**src/rtl/lgs_ram.sv**
```systemverilog
// Generic single-write, single-read synchronous RAM with registered read data.
// Standalone; the read data holds while the read enable is low.
module lgs_ram #(
   parameter int WIDTH = 1,
   parameter int DEPTH = 2051
) (
   input  logic                     clock,
   input  logic                     write_enable,
   input  logic [$clog2(DEPTH)-1:0] write_addr,
   input  logic [WIDTH-1:0]         write_data,
   input  logic                     read_enable,
   input  logic [$clog2(DEPTH)-1:0] read_addr,
   output logic [WIDTH-1:0]         read_data
);

   logic [WIDTH-1:0] mem_ff [DEPTH];
   logic [WIDTH-1:0] read_data_ff;

   always_ff @(posedge clock) begin
      if (write_enable) begin
         mem_ff[write_addr] <= write_data;
      end
      if (read_enable) begin
         read_data_ff <= mem_ff[read_addr];
      end
   end

   assign read_data = read_data_ff;

endmodule

```
**config.mk**
```make
export PLATFORM = sky130hd
export DESIGN_NAME = lgs_ram
export DESIGN_NICKNAME = d
export VERILOG_FILES = /design/src/rtl/lgs_ram.sv
export SDC_FILE = /design/constraint.sdc
export NUM_CORES = 2
export LEC_CHECK = 0
export BUFFER_PORTS_ARGS = -buffer_cell sky130_fd_sc_hd__buf_2
export CAP_MARGIN = 10
export CORE_UTILIZATION = 50
export DETAILED_ROUTE_END_ITERATION = 16
export PLACE_DENSITY = 0.68
export SLEW_MARGIN = 20
export SYNTH_ARGS = -nofsm -noshare
export SYNTH_HDL_FRONTEND = slang
export SYNTH_SLANG_ARGS = --single-unit
```
**constraint.sdc**
```tcl
create_clock -name clock -period 3 [get_ports clock]
set_input_delay 0.3 -clock clock [delete_from_list [all_inputs] [get_ports clock]]
set_output_delay 0.3 -clock clock [all_outputs]
set_load 0.02 [all_outputs]
```
==> results.env <==
CLK-INSERTION-DELAY-LATE_PS=900
CORE_AR_UM2=176700
SYNTH_ENABLE_FLOP_CELLS=2052
CRITICAL_PATH.MAX_FANOUT=1
FINAL.PERIOD_UTILIZATION_PCT=96.62
SYNTH.CELL_AREA_UM2=89240
NUMBER_OF_TOP_LEVEL_PINS=29
YS_ASYNC_RST_SHARE_PCT=0
CRITICAL_PATH_REQUIRED_PS=3590
GPL.FINAL_WEIGHTED_CONGESTION=0.9756
CTS_TREE='done'
SYNTH-WARNING-COUNT=0
GRT_OVERFLOW=0
WORSTPATHARRIVAL_PS=3490
RSZ0062_AT_GRT='false'
NETLIST-CELL-TYPE-COUNT=73
VDD_DROP_MAX_mV=0.6620
PLACEMENT_ROWS=154
CRITICAL_PATH_CLASS='reg2reg'
ANTENNA_FOUND_INITIAL=8
SWITCHING_POWER_W=0.01368
CRITICAL_PATH_CELL_BY_CELL='mux4_1 -> mux4_2 -> a22o_2 -> a211o_1 -> o221a_2 -> o221ai_2 -> o311ai_1'
MIN_PATH_CELLS=4
CTS.SINK_COUNT=2052
PWR-SHARE-CLK_PCT=40.8
WORSTSETUPSTARTPOINTTYPE='flop'
DP_HPWL_MM=176.5
TIMING.FMAX_MHz=345.0
LAYOUT.CELLS.MOST_COMMON_LIST='nor2_1 (2092), edfxtp_1 (2052), buf_4 (570)'
TIGHTEST_SLEW_PS=1025
GLOBALROUTETOTALUTIL_PCT=31.34
POSTCTSSETUPBUFFERS=0
AVGVIACOUNTPERCELL=6.464
GRT_START_MAX_NET_PINS=175
DETAIL_ROUTE.FIRST_PASS.ITERATIONS=6
NUMBER_OF_NETS_IN_THE_LAYOUT=6488
DETAIL_ROUTE.DRC_VIOLATIONS=0
FLOORPLAN.DIE.WIDTH_UM=424.5
CTS_INSERTED_BUFFERS=205
DIEHEIGHT_UM=424.5
ROOT_BUFFER='clkbuf_16'
FLOORPLAN.INITIALDENSITY_PCT=50.50
POWER.DENSITY_CELL_AREA_nW_PER_UM2=587.3
RR_WORST_DEPTH=7
INITIALDRTVIOLATIONCOUNT=8737
PLACE.PORT_BUFFERS=28
SYN_TO_FINAL_GROWTH_PCT=14.44
FINALPOWER_W=0.05997
ROUTED_WIRELENGTH_MM=282.2
VIA_COUNT_OF_THE_FIRST_GLOBAL_ROUTING_PASS=55310
FLOORPLAN.DIE_AREA_UM2=180200
MOST_COMMON_LIBRARY_CELL_IN_THE_LAYOUT_IGNORING_FILL_AND_TAPS='nor2_1'
SYNTH_CELLS=6164
MAXSLEWVIOLCOUNT=0
SYNTH_FLOP_CELL='edfxtp_1'
LAYOUT-DRIVE-GT1-SHARE_PCT=23.20
POWER.SWITCHING_FRACTION_PCT=22.81
SYNTH_SEQUENTIAL_AREA_RATIO_PCT=69.05
FINAL-SETUP-VIOL-COUNT=0
SYNTH_NETS=6192
ROUTEDWLPERCELL_UM=31.46
CPPEAKSTAGEDELAY_PS=540
POST_SYNTH.CELL_AREA_AVG_UM2=14.48
FINALCRITICALPERIOD_PS=2899
NUMBER_OF_H_TREE_LEVELS=4
PWR-SHARE-SEQ_PCT=52.6
OUTCOME='complete, no violations'
WORST_HOLD_PATH_TYPE='in2reg'
WORST_SLEW_MARGIN_REL_PCT=31.69
POWER_REPORT.INTERNAL_TOTAL_W=0.04630
CRITICAL_PATH.ENDPOINT_TYPE='flop'
FINAL.HOLD.WORST_SLACK_PS=82.10
COMBINATIONALPOWERSHARE_PCT=6.6
DETAILROUTE.VIA_COUNT=57980
ANTENNA_LEFT=0
SYNTH.FF_LATCH_COUNT=2052
CLOCK_SKEW_PS=45.46
FINALHOLDVIOLATIONS=0
GLOBAL_ROUTE_WIRE_LENGTH_BEFORE_REPAIR_MM=399.3
TIMING.CRITICAL_PATH.SLOWEST_STAGE_CELL='mux4_2'
WORST_SETUP_HOLD_PATH_CLK_SLEW_PS=60
MAX-CAP-VIOLATIONS=0
P_LEAK_nW=31.29
CLOCK_TREE.BUFFER_DEPTH=3
==> routing by layer <==
layer	vias to the layer above	global-route usage (%)	wire length (um)
met2	4185	47.54	127100
met4	6	15.06	16180
li1	23290	-	-
met1	29770	42.89	100000
met5	-	0	41
met3	739	7.403	38930
==> logic make-up after synthesis <==
family / synth area share (%)
buffers and inverters: 3.428
AO/OA/AOI/OAI: 2.729
flip-flops: 69.05
multiplexers: 13.57
AND/OR/NAND/NOR: 11.22
==> Yosys cell counts (5+ instances only) <==
master	instances	share of area, %
o31ai_1	8	0.067
mux2i_1	129	1.4
nor3_1	47	0.26
nand2b_1	25	0.18
a21oi_1	60	0.34
clkbuf_1	444	1.9
buf_6	27	0.34
nor3b_1	9	0.076
nor4_1	16	0.11
o211ai_1	6	0.050
mux4_2	446	11
edfxtp_1	2052	69
a2111oi_0	12	0.12
a22oi_1	39	0.33
a22o_1	7	0.069
o21ai_1	7	0.039
or2_2	6	0.042
buf_8	11	0.19
buf_2	44	0.25
mux2_2	41	0.52
mux4_1	12	0.35
and3b_1	7	0.069
a211oi_1	20	0.17
inv_1	7	0.029
o21ai_0	19	0.11
buf_12	14	0.31
and3_1	9	0.063
and2_1	22	0.15
nor2_1	2093	8.8
nand2_1	190	0.80
buf_1	27	0.11
o221ai_1	46	0.45
buf_4	37	0.31
o22ai_1	68	0.48
a31oi_1	8	0.056
nor2b_1	25	0.18
a211o_1	5	0.049
nand3_1	53	0.30
==> cell type report <==
cell class / instances / area [um^2]
Sequential cell: 2052 / 61620
Antenna cell: 4 / 10.01
Clock inverter: 121 / 1003
Clock buffer: 252 / 5328
Multi-Input combinational cell: 3497 / 24810
Tap cell: 2340 / 2928
Fill cell: 13570 / 74570
Timing Repair Buffer: 695 / 6391
Inverter: 9 / 35.03
==> metrics by stage <==
| stage | setup TNS [ps] | std cells | setup slack [ps] | util (%) | area, um^2 |
|---|---|---|---|---|---|
| 2_1_floorplan | 0 | 6164 | 214.0 | - | 89240 |
| 3_3_place_gp | -886.8 | 8589 | -886.8 | 54.15 | 95680 |
| 3_5_place_dp | -848.6 | 8589 | -848.6 | 54.15 | 95680 |
| 4_1_cts | 0 | 8966 | 1.021 | 57.77 | 102100 |
| 5_1_grt | 0 | 8966 | 14.12 | 57.79 | 102100 |
| 6_report | 0 | 8970 | 101.4 | 57.80 | 102100 |
==> power groups by stage <==
stage / logic [W] / clock network (W) / registers [W]
floorplan: 0.00173 / 0 / 0.0322
global placement: 0.00379 / 0 / 0.0321
detailed placement: 0.00383 / 0 / 0.0321
CTS: 0.00385 / 0.0246 / 0.0315
global route: 0.00404 / 0.0257 / 0.0315
finish: 0.00395 / 0.0245 / 0.0315
==> sequential cells by signal (all words and copies together), names as in the netlist <==
name,count
mem_ff,2051
read_data,1
==> final timing paths <==
check / startpoint / endpoint / slack [ps]
min reg2reg: mem_ff[2050] / read_data / 770
max reg2reg: mem_ff[1064] / read_data / 100
min: write_addr[10] / mem_ff[2049] / 80
max: mem_ff[1064] / read_data / 100
==> critical path, delay by kind of cell, from the launching register on <==
kind / cells / cell delay [ps]
flops: 1 / 380
compound gates: 5 / 1210
mux: 2 / 1040
==> timing repair <==
action | in CTS | in global routing
gates cloned | 0 | 0
gates resized for setup | 5 | 11
hold buffers | 4 | 0
endpoints found under the hold margin | 25 | 0
pin swaps | 1 | 2
setup endpoints to repair | 1 | 1
No activity file was read; power rests on OpenSTA's default activity.
